===== config.mk =====
export PLATFORM = sky130hd
export DESIGN_NAME = pfdt_queue
export DESIGN_NICKNAME = d
export VERILOG_FILES = /design/src/rtl/core/pfdt_pkg.sv /design/src/rtl/core/pfdt_queue.sv
export SDC_FILE = /design/constraint.sdc
export NUM_CORES = 1
export LEC_CHECK = 0
export ABC_CLOCK_PERIOD_IN_PS = 2000
export BUFFER_PORTS_ARGS = -buffer_cell sky130_fd_sc_hd__clkbuf_2
export CORE_ASPECT_RATIO = 0.9
export CORE_MARGIN = 2
export CORE_UTILIZATION = 46
export CTS_CLUSTER_SIZE = 25
export DETAILED_ROUTE_END_ITERATION = 7
export PLACE_DENSITY = 0.71
export SYNTH_ARGS = -nofsm -noshare
export SYNTH_HDL_FRONTEND = slang
export SYNTH_SLANG_ARGS = --single-unit
export TNS_END_PERCENT = 20

===== constraint.sdc =====
create_clock -name clk -period 2 [get_ports clk]
set_clock_uncertainty 0.1 [all_clocks]
set_input_delay 0.1 -clock clk [delete_from_list [all_inputs] [get_ports clk]]
set_output_delay 0.1 -clock clk [all_outputs]
set_load 0.02 [all_outputs]

===== src/rtl/core/pfdt_pkg.sv =====
// pfdt_pkg: shared types and constants of the dirty-tile page framebuffer
// no dependencies; imported by every module of the block

package pfdt_pkg;

  // tile geometry and widths fixed by the field formats
  localparam int TILE_BITS   = 8;
  localparam int BIT_SEL_W   = 3;
  localparam int COUNT_W     = 11;
  localparam int JOB_IDX_W   = 14;
  localparam int QUEUE_DEPTH = 2;

  localparam logic [COUNT_W-1:0] COUNT_MAX = 11'h7FF;
  localparam logic [7:0] COLUMNS_RESET = 8'd128;
  localparam logic [3:0] PAGES_RESET   = 4'd8;

  // command codes
  localparam logic [1:0] CMD_GET   = 2'd0;
  localparam logic [1:0] CMD_SET   = 2'd1;
  localparam logic [1:0] CMD_CLEAR = 2'd2;

  // configuration register indexes
  localparam logic REG_COLUMNS = 1'b0;
  localparam logic REG_PAGES   = 1'b1;

  typedef struct packed {
    logic [1:0] cmd;
    logic [7:0] x;
    logic [7:0] y;
    logic       ink;
  } pfdt_in_t;

  typedef struct packed {
    logic               status;
    logic               pixel_out;
    logic [COUNT_W-1:0] dirty_count;
  } pfdt_out_t;

  typedef enum logic [1:0] {
    JOB_GET,
    JOB_SET,
    JOB_CLEAR,
    JOB_OOB
  } job_kind_t;

  // classified word handed from front to back; index is the tile for
  // pixel jobs and the active tile total for clear
  typedef struct packed {
    job_kind_t              kind;
    logic [JOB_IDX_W-1:0]   index;
    logic [BIT_SEL_W-1:0]   bit_sel;
    logic                   value;
  } pfdt_job_t;

  typedef enum logic [1:0] {
    BK_IDLE,
    BK_MODIFY,
    BK_SWEEP,
    BK_REPLY
  } back_state_t;

endpackage


===== src/rtl/core/pfdt_queue.sv =====
// pfdt_queue: short first-in first-out queue of classified jobs
// depends on pfdt_pkg; sits between pfdt_front and pfdt_back

module pfdt_queue import pfdt_pkg::*; (
  input  logic      clk,
  input  logic      rst_n,
  input  logic      push,
  input  pfdt_job_t push_job,
  input  logic      pop,
  output pfdt_job_t head,
  output logic      full,
  output logic      empty
);

  localparam int PTR_W = (QUEUE_DEPTH > 1) ? $clog2(QUEUE_DEPTH) : 1;
  localparam int CNT_W = $clog2(QUEUE_DEPTH + 1);

  pfdt_job_t          slot_r [QUEUE_DEPTH];
  logic [PTR_W-1:0]   wr_ptr_r, wr_ptr_nxt;
  logic [PTR_W-1:0]   rd_ptr_r, rd_ptr_nxt;
  logic [CNT_W-1:0]   count_r, count_nxt;
  logic               do_push, do_pop;

  assign full    = (count_r == CNT_W'(QUEUE_DEPTH));
  assign empty   = (count_r == '0);
  assign do_push = push && !full;
  assign do_pop  = pop && !empty;
  assign head    = slot_r[rd_ptr_r];

  // pointer and fill level update
  always_comb begin
    wr_ptr_nxt = wr_ptr_r;
    rd_ptr_nxt = rd_ptr_r;
    count_nxt  = count_r;
    if (do_push) begin
      wr_ptr_nxt = (wr_ptr_r == PTR_W'(QUEUE_DEPTH - 1)) ? '0 : wr_ptr_r + 1'b1;
    end
    if (do_pop) begin
      rd_ptr_nxt = (rd_ptr_r == PTR_W'(QUEUE_DEPTH - 1)) ? '0 : rd_ptr_r + 1'b1;
    end
    if (do_push && !do_pop) begin
      count_nxt = count_r + 1'b1;
    end else if (do_pop && !do_push) begin
      count_nxt = count_r - 1'b1;
    end
  end

  always_ff @(posedge clk) begin
    if (!rst_n) begin
      wr_ptr_r <= '0;
      rd_ptr_r <= '0;
      count_r  <= '0;
    end else begin
      wr_ptr_r <= wr_ptr_nxt;
      rd_ptr_r <= rd_ptr_nxt;
      count_r  <= count_nxt;
    end
  end

  // slot storage
  always_ff @(posedge clk) begin
    if (do_push) begin
      slot_r[wr_ptr_r] <= push_job;
    end
  end

endmodule


==> run summary, run 1 <==
The flow ran to the end, and the final reports show no timing, DRC or antenna violations. For this design the ratio of total power to cell area is 1170 mW/mm2. The routed via count came out at 961. The fraction of final layout cells with drive strength greater than 1 is 0.488, and the number of fill cells is 260.

After clock tree synthesis, the clock-pin slew on the worst setup and hold paths is 0.08 ns. The total of endpoints with negative setup slack in the final report was 0; the static leakage was 0.000887 uW. Summing all multi-input logic gate instances after layout gives 358 um2.

The floorplan step set the die height to 61.2 um. The share of synthesized cell area in and, or, nand and nor gates came out at 0.0330. The core area is 0.00343 mm2. After routing, the total negative slack on setup checks comes to 0 ns. The cell area that synthesis handed to floorplanning was 0.00167 mm2. The utilization after layout was 0.667. Via density per instance: 4.62. The largest individual stage delay along the critical path comes from the cell sky130_fd_sc_hd__dfxtp_1.

Portion of total power attributed to sequential cells: 0.470. The fraction of registers with async set/reset was 0; the internal power was 1820 uW. Counting every net in the synthesized netlist gives 112. The tools report the type of element capturing the critical path as an output pin.

The sequential cell area fraction in the yosys report is 0.779. At the end of the flow, the number of nets in the layout was 188. The share of power burned in the clock network came out at 0.203. The mux share of post-synthesis cell area is 0.135, and the final count of hold timing violations is 0. STA puts the critical path data required time at 1.80 ns. The worst setup path is of the flop to output pin kind. TritonCTS built the clock tree. Together, buffers and inverters on the worst path number 2.

The data arrival time of the critical path came out at 1.57 ns. Counting along the longest clock path gives a buffer depth of 2. The run gives 0.487 as the initial standard-cell utilization of the core.

The tools report the final worst hold slack as 0.0656 ns. Routability-driven placement finished with a final weighted congestion of 0.604. The die is 67.5 um wide. Dividing the detail-routed wire length by the instance count gives 13.6 um. In this run the power spent charging and discharging nets is 849 uW. Derived from the worst setup path, the maximum achievable clock frequency is 566 MHz. The post-synthesis adder-cell area fraction came out at 0.00749. In this run the number of H-tree levels came out at 2. Setup slack of the worst register-to-register path: 0.26 ns. The I/O pin count is 46, and the number of buffers inserted to repair setup after CTS is 0. The run gives 0.720 mV as the largest voltage drop on the vdd net. The detailed placement HPWL is 1.82 mm. The cell row count is 20. Walking the worst path, the cells encountered are buf_4, mux2_2, clkbuf_2. Counting cells, the worst reg-to-reg path comes to 6. A synthesized cell averages 19.2 um2. For the number of antenna violations at the first check in global routing, the log shows 0. The post-route fraction of the period consumed by the critical path came out at 0.884.

The time the worst path needs with I/O delays and setup is 1.77 ns, and the violation count after the first detailed-route iteration is 69. The first global-routing pass estimated 4.15 mm of wire. In this design, the stage delay of the slowest critical-path cell is 0.53 ns. The total track usage was 0.147; the worst-path maximum fanout was 8. The tool flagged a number of max-cap violations equal to 0. The quantity of I/O buffers inserted on ports was 45. In this run the critical register-to-register path is launched from count_r[0]$_SDFFE_PN0P_.

The number of synthesized flops with an enable pin was 40; the post-detailed-routing wire length was 2.83 mm. The number of instances on the worst hold path works out to 3. In this run, CTS created clock tree buffers numbering 5. The tools report the hold path endpoint as wr_ptr_r$_SDFFE_PN0P_. Grouping stages by cell kind, the critical path spends the most delay in flip-flops.

For the worst-skew pair, the clock arrives at the later sink with an insertion delay of 0.29 ns. The clock sink total is 45. 0 antenna diodes ended up in the layout. For the combinational fraction of design power, the log shows 0.327. Slew at the pin closest to its max-slew limit: 0.344 ns.

The worst setup path is launched from a flop. Setup repair after global routing left no endpoint under its margin. Entering global routing, the biggest net connects 21 pins.

Largest family of logic cells by synthesized area: multiplexers. The cell count after synthesis came out at 87. Cell at the root of the clock tree: sky130_fd_sc_hd__clkbuf_8. The number of pins with negative max-slew slack in the final report was 0; the count of synthesis-stage warnings from yosys was 0.

The first-pass iteration count of the detailed router came out at 4. The proportion of total power due to net switching works out to 0.318. Across the whole layout, storage elements account for 0.00130 mm2. The tightest min-delay check is of the input port to flop type. Worst max-slew margin expressed relative to the limit: 0.770. In this run the remaining antenna-violating nets after routing total 0.

After synthesis, the netlist uses 20 different library cells. Among all flip-flop cells after synthesis, the most frequent one is sky130_fd_sc_hd__edfxtp_1. The xor/xnor cell area share of the yosys netlist was 0.0157; the remaining routing DRC violations was 0. The floorplan step defined a die boundary enclosing 0.00413 mm2. Number of global-route vias before repair: 930.

Synthesis inferred 45 register bits. In this run the most critical hold path is launched from push. In this run the critical register-to-register path is captured at count_r[1]$_SDFFE_PN0P_. For this run the aggregate overflow at the end of global routing stands at 0.

The post-synthesis compound-gate area fraction is 0.0195. Compared with the post-synthesis result, the final layout area differs by 36.9%.
==> flip-flops by register name, indices dropped and copies added (netlist names), named ones only <==
name,count
slot_r,40
rd_ptr_r,1
wr_ptr_r,1
count_r,2
==> cells in the final DEF, fill, tap and decap left out <==
cell / synthesis / layout
sky130_fd_sc_hd__and2_1: 3 / 3
sky130_fd_sc_hd__a21boi_1: 1 / 1
sky130_fd_sc_hd__or3_1: 1 / 1
sky130_fd_sc_hd__o21a_1: 1 / 1
sky130_fd_sc_hd__a21boi_0: 1 / 1
sky130_fd_sc_hd__buf_4: 0 / 5
sky130_fd_sc_hd__mux2_2: 20 / 20
sky130_fd_sc_hd__and3_1: 1 / 1
sky130_fd_sc_hd__inv_2: 1 / 1
sky130_fd_sc_hd__edfxtp_1: 40 / 40
sky130_fd_sc_hd__dfxtp_1: 5 / 5
sky130_fd_sc_hd__clkinvlp_4: 0 / 3
sky130_fd_sc_hd__o21ai_0: 1 / 1
sky130_fd_sc_hd__xnor2_1: 2 / 2
sky130_fd_sc_hd__dlygate4sd3_1: 0 / 21
sky130_fd_sc_hd__nor2_1: 2 / 2
sky130_fd_sc_hd__clkbuf_2: 0 / 45
sky130_fd_sc_hd__o21ai_1: 1 / 1
sky130_fd_sc_hd__nor3_4: 0 / 1
sky130_fd_sc_hd__inv_1: 1 / 1
sky130_fd_sc_hd__xor2_1: 1 / 1
sky130_fd_sc_hd__ha_1: 1 / 1
sky130_fd_sc_hd__clkbuf_8: 0 / 5
sky130_fd_sc_hd__nand2b_1: 1 / 1
==> worst min-delay path, stage by stage <==
cell                       delay, ns
sky130_fd_sc_hd__clkbuf_2       0.09
sky130_fd_sc_hd__a21boi_0       0.07
sky130_fd_sc_hd__o21a_1         0.16
==> routing by layer <==
metal / global-route usage / share of wire
met5: 0 / 0
met4: 0.0700 / 0.017
met3: 0.0512 / 0.048
met2: 0.270 / 0.55
met1: 0.149 / 0.38
==> through the flow <==
step,instances,area [um2],total power (uW),worst slack (ns)
2_1_floorplan,87,1670,1840,0.0360
3_3_place_gp,179,1980,2090,0.388
3_5_place_dp,179,1980,2120,0.263
4_1_cts,208,2290,2700,0.203
5_1_grt,208,2290,2820,0.130
6_report,208,2290,2670,0.232
==> cell type report <==
| class | instances | share of cell area |
|---|---|---|
| clock buffer | 5 | 0.0301 |
| clock inverter | 3 | 0.00985 |
| inverter | 2 | 0.00328 |
| multi-input combinational | 38 | 0.157 |
| sequential | 45 | 0.569 |
| tap | 44 | 0.0241 |
| timing repair buffer | 71 | 0.207 |
==> cell families after synthesis <==
kind of cell               count (synthesis)
xor gates and xnor gates                   3
and+or+nand+nor                            9
buffers and inverters                      4
AOI/OAI and AO/OA                          5
adders and majority gates                  1
muxes                                     20
DFF                                       45
==> repair_timing <==
action | CTS | global route
hold buffers | 21 | 0
endpoints found under the hold margin | 45 | 0
endpoints found under the setup margin | 0 | 0
resized for setup | 0 | 0
==> how the worst max path moves through the flow <==
| stage | start | end | cells past startpoint |
|---|---|---|---|
| 2_1_floorplan | count_r[0]$_SDFFE_PN0P_ | slot_r[0][0]$_DFFE_PP_ | 3 |
| 3_3_place_gp | count_r[0]$_SDFFE_PN0P_ | count_r[1]$_SDFFE_PN0P_ | 6 |
| 3_5_place_dp | count_r[0]$_SDFFE_PN0P_ | count_r[1]$_SDFFE_PN0P_ | 6 |
| 4_1_cts | flop | head[7] | 3 |
| 5_1_grt | count_r[0]$_SDFFE_PN0P_ | count_r[1]$_SDFFE_PN0P_ | 6 |
| 6_report | flop | head[12] | 3 |
==> power by group through the flow <==
stage / Clock, uW / Sequential, uW / Combinational (uW)
6_report: 541 / 1260 / 874
4_1_cts: 557 / 1260 / 881
3_5_place_dp: 0 / 1280 / 845
3_3_place_gp: 0 / 1270 / 826
5_1_grt: 601 / 1270 / 945
2_1_floorplan: 0 / 1250 / 593
==> cell usage after synthesis (2+ instances only) <==
library cell,count,share of area
sky130_fd_sc_hd__dfxtp_1,5,0.060
sky130_fd_sc_hd__and2_1,3,0.011
sky130_fd_sc_hd__mux2_2,20,0.13
sky130_fd_sc_hd__xnor2_1,2,0.010
sky130_fd_sc_hd__buf_2,2,0.0060
sky130_fd_sc_hd__edfxtp_1,40,0.72
sky130_fd_sc_hd__nor2_1,2,0.0045
No activity file was read; power rests on OpenSTA's default activity.
==> run 2, diff against run 1 <==
--- a/config.mk
+++ b/config.mk
@@ -12,7 +12,7 @@
 export CORE_UTILIZATION = 46
 export CTS_CLUSTER_SIZE = 25
 export DETAILED_ROUTE_END_ITERATION = 7
-export PLACE_DENSITY = 0.71
+export PLACE_DENSITY = 0.81
 export SYNTH_ARGS = -nofsm -noshare
 export SYNTH_HDL_FRONTEND = slang
 export SYNTH_SLANG_ARGS = --single-unit
==> run 2 against run 1 <==
Compared with the run above: clock-buffer cell count stayed put; final area is 0.71% lower; maximum frequency hardly changed; sequential share of layout area is 0.41 points higher.
==> run summary, run 2 (synthesis gave the netlist of run 1 again) <==
Pin placement for this block handled 46 I/O pins. Number of antenna violations at the first check in global routing: 0. The die covers 0.00413 mm2. The run gives 0.662 as the utilization after layout. The register with the most flip-flops in the final layout is slot_r. The post-synthesis to final-layout area growth came out at 35.9%. The tools report the initial standard-cell utilization of the core as 0.487. For this run, design rule violations remaining after detail routing come to 0. STA classifies the critical path endpoint as a flop.

After global routing the overflow that remains totals 0. The tools report the core area as 0.00343 mm2. The class of the worst hold path was input port to flop. The wire-length estimate of the detail-placed layout is 1.84 mm. The worst max-slew margin expressed relative to the limit was 0.826; the data arrival time of the critical path was 1.89 ns.

The tools report the cell row count as 20. In the final routed layout, each cell accounts on average for 13.3 um. For this run, the top clock speed supported by timing is 566 MHz.

The time the worst path needs with I/O delays and setup works out to 1.77 ns. The leading cell type in the layout, fill and taps excluded is sky130_fd_sc_hd__clkbuf_2. STA puts the critical path data required time at 2.13 ns. The run gives 0.29 ns as the clock latency reported for the late side of the worst-skew pair. The tools report the cell at the root of the clock tree as sky130_fd_sc_hd__clkbuf_8. The signal on the critical path passes through nand2b_1, inv_2, nor2_1, ha_1, or3_1, a21boi_1. Power spread over the standard cell area amounts to 1170 mW/mm2. The largest registers in the layout are slot_r (40), count_r (2).

Routability-driven placement finished with a final weighted congestion of 0.693. The die is 61.2 um tall. Setup violations remaining at the end of the flow were counted as 0.

The logs give 0 for the final count of hold timing violations and 4 for the first-pass iteration count of the detailed router. Gates resized during post-CTS repair numbered 0. The number of buffers between clock root and the deepest sink came out at 2. The run gives 0 as the number of antenna diodes.

The total track usage came out at 0.138. For the pin with the worst max-slew slack, the measured transition is 0.260 ns. After clock tree synthesis, the clock-pin slew on the worst setup and hold paths is 0.08 ns. CTS saw 45 sinks. Setup repair after global routing left no endpoint under its margin.

The setup path with the least slack is of type flop to flop. The tools report the largest net degree at the start of global routing as 21. The fraction of final layout cells with drive strength greater than 1 is 0.481.

The post-route fraction of the period consumed by the critical path is 0.883, and the flip-flop count of the largest register, all copies and words added is 40. The share of power burned in the clock network was 0.203; the worst-path maximum fanout was 5. The run gives 0 as the number of antenna-violating nets in the routed design.

Setup slack on the worst reg-to-reg path comes out at 0.23 ns. In this run, the number of DRC markers left after iteration 0 of detailed routing was 39. The run finished with clean final reports.

The largest voltage drop on the vdd net is 0.712 mV. For the reported net switching power, the log shows 840 uW. The number of clock buffers added by TritonCTS is 5.

The run gives 186 as the number of nets at the end of the flow. TritonCTS built the clock tree. The number of pins with negative max-slew slack in the final report came out at 0. The H-tree was split into 2 levels. The via density per instance works out to 4.72. Portion of total power attributed to sequential cells: 0.467.

The run gives 1810 uW as the internal power. Number of maximum-capacitance constraint violations: 0. Input and output buffers added on the ports amount to 45. The first global-routing pass estimated 3.93 mm of wire.

Detailed routing inserted a total of 972 vias. Summed negative setup slack over all endpoints: 0 ns. The largest single stage delay on the critical path is 0.42 ns. Wires add up to 2.73 mm.

The number of global-route vias before repair is 947. STA classifies the critical path startpoint as a flop. Leaving out fill and tap cells, the most frequent cells in the layout are sky130_fd_sc_hd__clkbuf_2, sky130_fd_sc_hd__edfxtp_1, sky130_fd_sc_hd__dlygate4sd3_1. Summed over all cells, the static leakage comes to 0.000885 uW. Proportion of total power due to net switching: 0.317. The combinational fraction of design power came out at 0.329.

Cell type of the slowest stage on the worst timing path: sky130_fd_sc_hd__dfxtp_1. From left edge to right edge, the die measures 67.5 um.
run 2: cell count changes in the layout (fill, tap and decap cells not counted), sizes merged:
cell      previous run  this run
clkinv               0         1
clkinvlp             3         1
buf                  5         3
inv                  2         3
run 2: timing repair:
item | in CTS | in global routing
hold buffers | 21 | 0
setup buffers | 0 | 0
endpoints found under the hold margin | 45 | 0
run 2: worst paths after layout:
| path | start | to | cells past startpoint |
|---|---|---|---|
| setup / recovery | count_r[0]$_SDFFE_PN0P_ | count_r[1]$_SDFFE_PN0P_ | 6 |
| setup reg to reg | count_r[0]$_SDFFE_PN0P_ | count_r[1]$_SDFFE_PN0P_ | 6 |
| hold reg to reg | count_r[1]$_SDFFE_PN0P_ | count_r[1]$_SDFFE_PN0P_ | 2 |
| hold / removal | push | wr_ptr_r$_SDFFE_PN0P_ | 3 |
run 2: layout make-up:
| class | instances | area, um2 |
|---|---|---|
| clock inverters | 3 | 21.3 |
| flip-flops and latches | 45 | 1300 |
| well taps | 44 | 55.1 |
| clock buffers | 5 | 68.8 |
| repair buffers | 69 | 458 |
| inverters | 2 | 7.51 |
| multi-input cells | 38 | 358 |
| fillers | 257 | 1160 |
run 2: power groups by stage:
stage | combinational (uW) | sequential, uW | clock, uW
2_1_floorplan | 593 | 1250 | 0
3_3_place_gp | 820 | 1250 | 0
3_5_place_dp | 852 | 1260 | 0
4_1_cts | 886 | 1240 | 557
5_1_grt | 937 | 1250 | 587
6_report | 872 | 1240 | 538
run 2: per-stage QoR:
step	instances	setup slack (ns)	hold WS (ns)	area, um2	power [uW]
6_report	206	0.234	0.0963	2270	2650
4_1_cts	206	0.241	0.0868	2270	2680
3_3_place_gp	177	0.402	0.190	1970	2070
5_1_grt	206	0.149	0.0940	2270	2780
3_5_place_dp	177	0.240	0.193	1970	2110
2_1_floorplan	87	0.0360	0.0989	1670	1840
run 2: routing by layer:
metal | global-route usage | up-vias | routed length, um
li1 | - | 476 | -
met4 | 0.0787 | 0 | 21
met3 | 0.0402 | 4 | 168
met1 | 0.127 | 454 | 1010
met2 | 0.269 | 38 | 1540
met5 | 0 | - | 0
run 2: critical path, delay by kind of cell (launching register included):
family                     cells  cell delay, ns
DFF                            1            0.42
and+or+nand+nor                3            0.67
AOI/OAI and AO/OA              1            0.14
adders and majority gates      1            0.29
buffers and inverters          1            0.08
