## config.mk

```make
export PLATFORM = sky130hd
export DESIGN_NAME = pfdt_front
export DESIGN_NICKNAME = d
export VERILOG_FILES = /design/src/rtl/core/pfdt_pkg.sv /design/src/rtl/core/pfdt_front.sv
export SDC_FILE = /design/constraint.sdc
export NUM_CORES = 1
export LEC_CHECK = 0
export ABC_AREA = 1
export BUFFER_PORTS_ARGS = -buffer_cell sky130_fd_sc_hd__buf_4
export CAP_MARGIN = 25
export CORE_MARGIN = 2
export CORE_UTILIZATION = 32
export DETAILED_ROUTE_END_ITERATION = 16
export SLEW_MARGIN = 40
export SYNTH_ARGS = -nofsm -noshare
export SYNTH_HDL_FRONTEND = slang
export SYNTH_SLANG_ARGS = --single-unit
```

## constraint.sdc

```tcl
create_clock -name clk -period 5.67 [get_ports clk]
set_input_delay 0.567 -clock clk [delete_from_list [all_inputs] [get_ports clk]]
set_output_delay 0.567 -clock clk [all_outputs]
set_load 0.02 [all_outputs]
```

## src/rtl/core/pfdt_pkg.sv

```systemverilog
// pfdt_pkg: shared types and constants of the dirty-tile page framebuffer
// no dependencies; imported by every module of the block

package pfdt_pkg;

  // tile geometry and widths fixed by the field formats
  localparam int TILE_BITS   = 8;
  localparam int BIT_SEL_W   = 3;
  localparam int COUNT_W     = 11;
  localparam int JOB_IDX_W   = 14;
  localparam int QUEUE_DEPTH = 2;

  localparam logic [COUNT_W-1:0] COUNT_MAX = 11'h7FF;
  localparam logic [7:0] COLUMNS_RESET = 8'd128;
  localparam logic [3:0] PAGES_RESET   = 4'd8;

  // command codes
  localparam logic [1:0] CMD_GET   = 2'd0;
  localparam logic [1:0] CMD_SET   = 2'd1;
  localparam logic [1:0] CMD_CLEAR = 2'd2;

  // configuration register indexes
  localparam logic REG_COLUMNS = 1'b0;
  localparam logic REG_PAGES   = 1'b1;

  typedef struct packed {
    logic [1:0] cmd;
    logic [7:0] x;
    logic [7:0] y;
    logic       ink;
  } pfdt_in_t;

  typedef struct packed {
    logic               status;
    logic               pixel_out;
    logic [COUNT_W-1:0] dirty_count;
  } pfdt_out_t;

  typedef enum logic [1:0] {
    JOB_GET,
    JOB_SET,
    JOB_CLEAR,
    JOB_OOB
  } job_kind_t;

  // classified word handed from front to back; index is the tile for
  // pixel jobs and the active tile total for clear
  typedef struct packed {
    job_kind_t              kind;
    logic [JOB_IDX_W-1:0]   index;
    logic [BIT_SEL_W-1:0]   bit_sel;
    logic                   value;
  } pfdt_job_t;

  typedef enum logic [1:0] {
    BK_IDLE,
    BK_MODIFY,
    BK_SWEEP,
    BK_REPLY
  } back_state_t;

endpackage

```

## src/rtl/core/pfdt_front.sv

```systemverilog
// pfdt_front: geometry registers and classification of incoming words
// depends on pfdt_pkg; feeds pfdt_queue

module pfdt_front import pfdt_pkg::*; #(
  parameter int MAX_COLUMNS = 128,
  parameter int MAX_PAGES   = 8
) (
  input  logic      clk,
  input  logic      rst_n,
  input  logic      in_valid,
  output logic      in_ready,
  input  pfdt_in_t  in_data,
  input  logic      cfg_valid,
  output logic      cfg_ready,
  input  logic      cfg_index,
  input  logic [7:0] cfg_data,
  input  logic      q_full,
  input  logic      init_done,
  output logic      push,
  output pfdt_job_t push_job
);

  logic [7:0] columns_r;
  logic [3:0] pages_r;
  logic [8:0] act_cols;
  logic [3:0] act_pages;
  logic [4:0] page;
  logic       is_clear;
  logic       oob;
  logic [4:0] mul_a;
  logic [JOB_IDX_W-1:0] prod;

  // geometry registers, always writable
  assign cfg_ready = 1'b1;

  always_ff @(posedge clk) begin
    if (!rst_n) begin
      columns_r <= COLUMNS_RESET;
      pages_r   <= PAGES_RESET;
    end else if (cfg_valid) begin
      unique case (cfg_index)
        REG_COLUMNS: columns_r <= cfg_data;
        REG_PAGES:   pages_r   <= cfg_data[3:0];
        default:     columns_r <= columns_r;
      endcase
    end
  end

  // geometry limited to the store size
  assign act_cols  = ({1'b0, columns_r} > 9'(MAX_COLUMNS)) ? 9'(MAX_COLUMNS)
                                                           : {1'b0, columns_r};
  assign act_pages = ({2'b00, pages_r} > 6'(MAX_PAGES)) ? 4'(MAX_PAGES) : pages_r;

  assign page     = in_data.y[7:3];
  assign is_clear = (in_data.cmd == CMD_CLEAR);
  assign oob      = ({1'b0, in_data.x} >= act_cols) || (page >= {1'b0, act_pages});

  // one shared multiplier: page * columns for pixels, pages * columns for clear
  assign mul_a = is_clear ? {1'b0, act_pages} : page;
  assign prod  = JOB_IDX_W'(mul_a) * JOB_IDX_W'(act_cols);

  // classify and hand over to the queue
  always_comb begin
    push_job.bit_sel = in_data.y[BIT_SEL_W-1:0];
    push_job.value   = in_data.ink;
    push_job.index   = is_clear ? prod : prod + JOB_IDX_W'(in_data.x);
    priority if (is_clear)              push_job.kind = JOB_CLEAR;
    else if (oob)                       push_job.kind = JOB_OOB;
    else if (in_data.cmd == CMD_SET)    push_job.kind = JOB_SET;
    else                                push_job.kind = JOB_GET;
  end

  assign in_ready = !q_full && init_done;
  assign push     = in_valid && in_ready;

endmodule

```

==> impl_metrics.ini, run 1 <==
[outcome]
outcome = complete, no violations

[logic_synthesis]
ys_ff_latch = 12
synth_edf_count = 0
synthesized_area_fraction_occupied_by_xor_and_xnor_cells_pct = 1.86
synth_most_common_cell = nand2_1
mappedNetlistArea_um2 = 2830
most_used_dff_post_synth = dfxtp_1
synth-async-reset-ratio_pct = 0
syn-instance-count = 457
yosysTopAreaCell = ha_1
synth_top_cells_by_area = ha_1, nand2_1, fa_1
yosysWarningCount = 0
synth.distinct_cells = 33
syn_area_per_cell_um2 = 6.19
main_combinational_cell_family_by_area_after_synthesis = simple AND/OR/NAND/NOR gates
synth_largest_type_area_fraction_pct = 18.1
synth_simple_gate_area_share_pct = 34.8
synth_sequential_area_ratio_pct = 8.50
adder_cell_area_share_of_the_yosys_netlist_pct = 31.6
yosys-mux-area-fraction_pct = 0
synth_commonest_cells = nand2_1, inv_1, nor2_1
synth_compound_area_share_pct = 9.91
mapped_nets = 551

[clock_tree]
cts.clk_slew.worst_paths_ps = 50
clockRootBuffer = clkbuf_8
cts_tree = built
cts_max_level = 1
number_of_buffers_inserted_by_hold_repair_at_cts = 0
clockBufferDepth = 2
worst_skew_pair.late_latency_ps = 230
cts.sinks = 12
cts_made_buffers = 3

[flow_run]
cap_violations = 0

[routing]
detail_route.first_pass.iterations = 4
route.detailed.drc = 0
total_number_of_vias = 2977
initialDrtViolationCount = 132
per_cell_via_count_in_the_routed_design = 4.70
antenna_left = 0
postRouteWirelength_um = 7000
routed_length_per_placed_instance_um = 11.0

[global_route]
grt_pass1_vias = 2889
grt_pass1_wl_um = 12300
global_route.overflow_total = 0
grt_overall_usage_pct = 14.7
grt_max_degree = 17
number_of_antenna_violations_at_the_first_check_in_global_routing = 0

[finish]
nNetsFinal = 622
num-fill-cells = 927
count_of_inserted_antenna_diode_cells = 0
area_delta_synth_final_pct = 29.1
drive_above_1_share_pct = 24.3
final_util_pct = 42.3

[setup_path]
end_kind = output pin
worstPathMaxFanout = 6
critical_path_class = input pin to output pin
worstPathArrival_ps = 4830
critical_path_required_ps = 5100
worstSetupStartpointType = input pin
worst_path_max_delay_cell = fa_1
critical-path-max-stage-delay_ps = 520

[sta]
worst_slew_pin_slew_ps = 518
fmax_mhz = 185
timing.slew.headroom_pct = 65.3
maxSlewViolCount = 0
report.final.setup_viol = 0
fin_tns_setup_ps = 0
layout_worst_path_cycle_share_pct = 95.3
final_period_minus_worst_setup_slack_ps = 5400
post-route-worst-setup-slack_ps = 269
skew_ps = 0
report.final.hold_viol_count = 0

[floorplan]
floorplan.die_area_um2 = 9600
die_width_um = 98.0
core_um2 = 8640
design.portCount = 57
placement_rows = 34
initial_core_utilization_pct = 32.7
die_height_um = 98.0

[power_and_ir_drop]
pwr_density_cell_nw_per_um2 = 127
vdd_ir_drop_max_v = 0.000125
power.static_leakage_nw = 2.04

[place]
io_buffers = 47
hpwl_um = 6060
gp_congestion = 0.837
placement.setup.worst_slack_ps = -78.5

[worst_hold_path]
min_path_type = flop to flop
[worst max-delay path, delay by kind of cell]
kind	cells	cell delay, ps
buffers and inverters	9	730
and+or+nand+nor	10	700
adders and majority gates	5	2120
AOI/OAI and AO/OA	4	520
xor gates and xnor gates	1	180
[sequential cells by signal (all words and copies together), names as in the netlist]
signal	flops
columns_r	8
pages_r	4
[power by group]
part	internal (mW)	total (mW)	switching (mW)
clock network	0.0464	0.0729	0.0265
logic	0.128	0.294	0.167
registers	0.0903	0.0952	0.00490
[cell usage in the layout, fill, tap and decap left out]
cell type / instances
nand2_1: 114
inv_1: 78
buf_4: 74
nor2_1: 62
ha_1: 37
o21ai_0: 22
nand3_1: 19
fa_1: 19
nand2_2: 15
dfxtp_1: 12
a21oi_1: 10
nor2_2: 9
inv_2: 7
nand4_1: 4
nand3_2: 4
o21bai_1: 4
xnor2_1: 3
a21oi_2: 3
ha_4: 3
clkbuf_8: 3
o2111ai_1: 2
nor3_1: 2
o21ai_1: 2
o211ai_1: 2
nor2_4: 1
o21a_1: 1
nor4_2: 1
or2_4: 1
xnor2_2: 1
o21ai_4: 1
o21ai_2: 1
xor2_2: 1
or2_2: 1
a21boi_0: 1
nand3b_1: 1
xor2_1: 1
nor3b_1: 1
ha_2: 1
conb_1: 1
buf_12: 1
[logic make-up (layout without fill, tap and decap cells)]
kind of cell    after synthesis  in the layout
fa+ha+maj                    60             60
compound gates               49             49
flops                        12             12
xor+xnor                      6              6
buf+inv                      94            163
other cells                   1              1
simple gates                235            235
[final timing paths]
check             slack (ps)  depth (start not counted)      endpoint    startpoint
setup / recovery         270                         29  push_job[14]   in_data[18]
hold / removal           490                          2    pages_r[2]    pages_r[2]
setup reg to reg        4810                          3  columns_r[7]  columns_r[7]
hold reg to reg          490                          2    pages_r[2]    pages_r[2]
[layer usage]
metal | share of wire [%] | up-vias | global-route usage (%)
met4 | 0.59 | 0 | 1.60
met2 | 48 | 62 | 27.1
met5 | 0 | - | 0
met1 | 47 | 1358 | 19.4
met3 | 3.8 | 4 | 0.859
li1 | - | 1553 | -
[timing repair]
action                     CTS  global route
resized for setup            1            32
setup buffers                0             6
setup endpoints to repair    2             7
hold endpoints to repair     0             0
pin swaps                    0            21
[cell type report]
type	count	area (um2)	share of cell area [%]
multi-input cells	351	2340	64.1
flip-flops and latches	12	240	6.58
inverters	85	319	8.74
repair buffers	75	576	15.8
well taps	108	135	3.70
clock buffers	3	41.3	1.13
[stage by stage]
stage | instances | cell area, um2 | hold slack [ps] | total power [mW]
finish | 634 | 3650 | 489 | 0.462
global route | 634 | 3650 | 507 | 0.507
CTS | 628 | 3470 | 492 | 0.445
detailed placement | 625 | 3430 | 481 | 0.369
global placement | 625 | 3430 | 474 | 0.364
floorplan | 457 | 2830 | 450 | 0.273
Power figures use the tool's default switching activity.
==> inputs of run 2 (changes only) <==
==> constraint.sdc (replaced) <==
create_clock -name clk -period 5.67 [get_ports clk]
set_input_delay 0.2835 -clock clk [delete_from_list [all_inputs] [get_ports clk]]
set_output_delay 0.2835 -clock clk [all_outputs]
set_load 0.02 [all_outputs]
==> run 2 against run 1 <==
Compared with the run above: register-to-register slack got worse by 90 ps; setup slack improved by 4.0 ps; cell count decreased by 3.0%; worst hold slack got worse by 230 ps; total power decreased by 1.2%.
==> impl_metrics.ini, run 2 (same netlist as run 1, synthesis figures left out) <==
[setup_path]
critical_path_class = flop to output pin
worstPathArrival_ps = 5110
end_kind = output pin
worstSetupStartpointType = flop
critical_path_required_ps = 5390
worstPathMaxFanout = 6

[sta]
timing.slew.headroom_pct = 58.2
maxSlewViolCount = 0
worst_slew_pin_slew_ps = 623
report.final.hold_viol_count = 0
fin_hold_ws_ps = 262
fin_tns_setup_ps = 0
fmax_mhz = 185
final_period_minus_worst_setup_slack_ps = 5400
skew_ps = 0
report.final.setup_viol = 0
layout_worst_path_cycle_share_pct = 95.2

[place]
hpwl_um = 6050
io_buffers = 47
detailed_place.area_um2 = 3270
gp_congestion = 0.921

[finish]
most_frequent_standard_cell_in_the_layout_excluding_fill_and_tap_cells = nand2_1
nNetsFinal = 602
area_delta_synth_final_pct = 20.8
design_area_um2 = 3410
commonest_cells_after_routing_fill_and_taps_aside = nand2_1, inv_1, nor2_1, buf_4, ha_1
largest_reg_flops = 8
largest_registers = columns_r: 8 flops, pages_r: 4 flops
drive_above_1_share_pct = 17.4
count_of_inserted_antenna_diode_cells = 0
register_bank_with_the_most_flops = columns_r

[worst_hold_path]
min_path_type = input pin to flop

[clock_tree]
number_of_buffers_inserted_by_hold_repair_at_cts = 0
cts_made_buffers = 3
cts.sinks = 12
clockBufferDepth = 2
clockRootBuffer = clkbuf_8
worst_skew_pair.late_latency_ps = 240
cts_tree = built
cts.clk_slew.worst_paths_ps = 60
cts_max_level = 1

[routing]
per_cell_via_count_in_the_routed_design = 4.73
antenna_left = 0
initialDrtViolationCount = 90
detail_route.first_pass.iterations = 4
routed_length_per_placed_instance_um = 11.5
total_number_of_vias = 2907
postRouteWirelength_um = 7070
route.detailed.drc = 0

[global_route]
grt_overall_usage_pct = 14.7
grt_pass1_vias = 2758
grt_max_degree = 15
grt_pass1_wl_um = 12000
number_of_antenna_violations_at_the_first_check_in_global_routing = 0
global_route.overflow_total = 0

[power_and_ir_drop]
vdd_ir_drop_max_v = 0.0000907
pwr_density_cell_nw_per_um2 = 134
power.static_leakage_nw = 1.94

[outcome]
outcome = complete, no violations

[floorplan]
initial_core_utilization_pct = 32.7
die_width_um = 98.0
placement_rows = 34
die_height_um = 98.0
design.portCount = 57
floorplan.die_area_um2 = 9600
core_um2 = 8640

[flow_run]
cap_violations = 0
## run 2: cell types whose count changed in the layout (fill, tap and decap cells not counted), sizes merged
cell,before,now
clkinvlp,0,1
buf,75,55
clkbuf,3,4
inv,85,84
## run 2: metal layers
layer / wire [um] / track usage [%] / share of wire [%]
met1: 3340 / 19.4 / 47
met2: 3300 / 25.9 / 47
met3: 325 / 1.22 / 4.6
met4: 104 / 3.85 / 1.5
met5: 0 / 0 / 0
## run 2: cell type report
| class | count | area [um2] |
|---|---|---|
| fillers | 929 | 5220 |
| multi-input cells | 351 | 2250 |
| repair buffers | 55 | 413 |
| inverters | 85 | 323 |
| flip-flops and latches | 12 | 240 |
| well taps | 108 | 135 |
| clock buffers | 4 | 55.1 |
## run 2: worst max-delay path, cell delays in order (launching register included)
cell and delay [ps]:
dfxtp_1 390, clkinvlp_4 160, buf_4 180, nand2_1 200
nor2_1 100, fa_1 490, fa_1 540, inv_1 50
fa_1 520, inv_1 40, ha_1 330, or2_4 280
nand2_1 80, xnor2_1 160, ha_1 330, a21oi_1 170
a21boi_0 190, nand2_1 120, nand3_1 110, nand2_2 80
nand2_1 90, nand2_1 60, nand2_1 60, buf_4 140
## run 2: path summary, 6_finish.rpt
check | endpoint | from | slack, ps | cells past startpoint
hold reg to reg | pages_r[1] | pages_r[1] | 490 | 2
hold / removal | columns_r[4] | cfg_data[4] | 260 | 3
setup / recovery | push_job[13] | columns_r[7] | 270 | 23
setup reg to reg | columns_r[7] | columns_r[7] | 4720 | 3
## run 2: repair_timing
item | in CTS | in global routing
endpoints found under the setup margin | 0 | 7
setup buffers | 0 | 7
resized for setup | 0 | 12
## run 2: where the power goes
part,internal [mW],switching (mW),total (mW)
Combinational,0.107,0.160,0.267
Clock,0.0614,0.0329,0.0943
Sequential,0.0901,0.00549,0.0956
Total,0.259,0.198,0.457
## run 2: metrics by stage
stage	worst slack, ps	total power [mW]	util, %	instances
after floorplan	658	0.273	-	457
after global placement	365	0.349	37.8	604
after detailed placement	342	0.352	37.8	604
after CTS	148	0.449	38.5	608
after global routing	-45.8	0.497	39.5	615
final	273	0.457	39.5	615
==> inputs of run 3 (changes only) <==
CELL_PAD_IN_SITES_DETAIL_PLACEMENT = 0   (was default)
CELL_PAD_IN_SITES_GLOBAL_PLACEMENT = 1   (was default)
PLACE_DENSITY_LB_ADDON = 0.1   (was default)
RECOVER_POWER = 25   (was default)
==> run 3 against run 2 <==
Compared with the run above: setup slack better by 130 ps; utilization is 0.30 points higher; clock skew stayed put; total power is 0.19% lower; first-iteration DRC count is 29% lower.
==> impl_metrics.ini, run 3 (same netlist as run 1, synthesis figures left out) <==
[finish]
drive_above_1_share_pct = 18.4
largest_reg_flops = 8
most_frequent_standard_cell_in_the_layout_excluding_fill_and_tap_cells = nand2_1
commonest_cells_after_routing_fill_and_taps_aside = nand2_1, inv_1, nor2_1, buf_4, ha_1
final_util_pct = 39.8
area_delta_synth_final_pct = 21.7
largest_registers = columns_r: 8 flops, pages_r: 4 flops
nNetsFinal = 600
count_of_inserted_antenna_diode_cells = 0
design_area_um2 = 3440
register_bank_with_the_most_flops = columns_r

[setup_path]
reg2regPathDepth = 3
worstPathArrival_ps = 4990
worstSetupStartpointType = flop
r2r-end = columns_r[7]
worstPathMaxFanout = 7
ff2ff_setup_slack_ps = 4760
critPathCapture = push_job[16]
critical_path_class = flop to output pin
critical_path_required_ps = 5390
worst_setup_path_startpoint = columns_r[7]
worst_r2r_startpoint = columns_r[7]
end_kind = output pin

[place]
placement.setup.worst_slack_ps = 335
detailed_place.area_um2 = 3280
hpwl_um = 6240
io_buffers = 47
gp_congestion = 0.854

[routing]
total_number_of_vias = 2838
antenna_left = 0
route.detailed.drc = 0
per_cell_via_count_in_the_routed_design = 4.63
postRouteWirelength_um = 7050
routed_length_per_placed_instance_um = 11.5
detail_route.first_pass.iterations = 4
initialDrtViolationCount = 64

[clock_tree]
cts.clk_slew.worst_paths_ps = 50
cts.sinks = 12
clockBufferDepth = 2
cts_made_buffers = 3
clockRootBuffer = clkbuf_8
cts_max_level = 1
cts_tree = built
worst_skew_pair.late_latency_ps = 240

[worst_hold_path]
min_path_type = input pin to flop

[power_and_ir_drop]
switchingPower_uw = 197
clockPowerShare_pct = 20.3
internal-power_uw = 259
vdd_ir_drop_max_v = 0.000108
power.static_leakage_nw = 1.94
netSwitchingFraction_pct = 43.2
combinationalPowerShare_pct = 58.6
pwr_density_cell_nw_per_um2 = 132
sequential_cell_fraction_of_total_power_pct = 21.0

[global_route]
grt_max_degree = 18
global_route.overflow_total = 0
number_of_antenna_violations_at_the_first_check_in_global_routing = 0
grt_pass1_vias = 2792
grt_pass1_wl_um = 12500
grt_overall_usage_pct = 15.3

[sta]
fin_tns_setup_ps = 0
worst_slew_pin_slew_ps = 561
report.final.setup_viol = 0
fmax_mhz = 190
skew_ps = 0
final_period_minus_worst_setup_slack_ps = 5270
layout_worst_path_cycle_share_pct = 92.9
timing.slew.headroom_pct = 62.3
maxSlewViolCount = 0
post-route-worst-setup-slack_ps = 401
report.final.hold_viol_count = 0

[outcome]
outcome = complete, no violations

[floorplan]
placement_rows = 34
core_um2 = 8640
die_height_um = 98.0
design.portCount = 57
floorplan.die_area_um2 = 9600
die_width_um = 98.0
initial_core_utilization_pct = 32.7

[flow_run]
cap_violations = 0
-- run 3: cell count changes in the layout (fill, tap and decap cells not counted), moves of 2 or more --
cell / previous run / this run
ha_1: 41 / 39
buf_4: 55 / 52
nand2_2: 10 / 12
ha_4: 0 / 2
nand2_1: 119 / 116
-- run 3: through the flow --
stage               power [mW]  instances  hold WS (ps)
detailed placement       0.354        605           477
global route             0.501        613           282
floorplan                0.273        457           414
global placement         0.355        605           471
CTS                      0.449        609           258
finish                   0.456        613           260
-- run 3: critical path, cell delays in order, from the launching register on --
cell and delay [ps]:
dfxtp_1 390, clkinvlp_4 150, buf_4 190, nand2_2 120, nor2_1 80, fa_1 500, fa_1 540, inv_1 50
fa_1 530, inv_1 40, ha_1 340, or2_4 280, nand2_1 80, xnor2_1 90, ha_1 350, nand2_1 80
nor2_1 100, nand3_1 70, nand2_1 80, nand2_1 80, inv_1 80, nand2_2 60, nor2_1 110, nand3_1 70
nand2_1 70, inv_1 30, buf_4 140
-- run 3: what timing repair did --
action	4_1_cts	5_1_grt
buffers inserted	0	4
endpoints found under the setup margin	0	7
hold endpoints to repair	0	0
hold buffers	0	0
gates resized for setup	0	19
-- run 3: power groups by stage --
stage / Sequential (mW) / Clock, mW / Combinational [mW]
after floorplan: 0.0948 / 0 / 0.178
after global placement: 0.0967 / 0 / 0.259
after detailed placement: 0.0965 / 0 / 0.257
after CTS: 0.0947 / 0.0955 / 0.259
after global routing: 0.0967 / 0.100 / 0.304
final: 0.0959 / 0.0928 / 0.267
-- run 3: worst min path at each step --
stage	startpoint	end	cells past startpoint
2_1_floorplan	cfg_data[7]	columns_r[7]	2
3_3_place_gp	pages_r[2]	pages_r[2]	2
3_5_place_dp	pages_r[2]	pages_r[2]	2
4_1_cts	cfg_data[7]	columns_r[7]	3
5_1_grt	cfg_data[7]	columns_r[7]	3
6_report	cfg_data[7]	columns_r[7]	3
-- run 3: metal layers --
metal | GRT usage [%] | part of all wire, %
met4 | 1.82 | 0.72
met1 | 21.3 | 50
met2 | 26.3 | 46
met3 | 1.86 | 3.6
met5 | 0 | 0
-- run 3: final cells by class --
cell class,instances,area (um2)
multi-input combinational,351,2290
clock buffer,4,55.1
timing repair buffer,53,398
sequential,12,240
inverter,85,323
tap,108,135
fill,953,5190
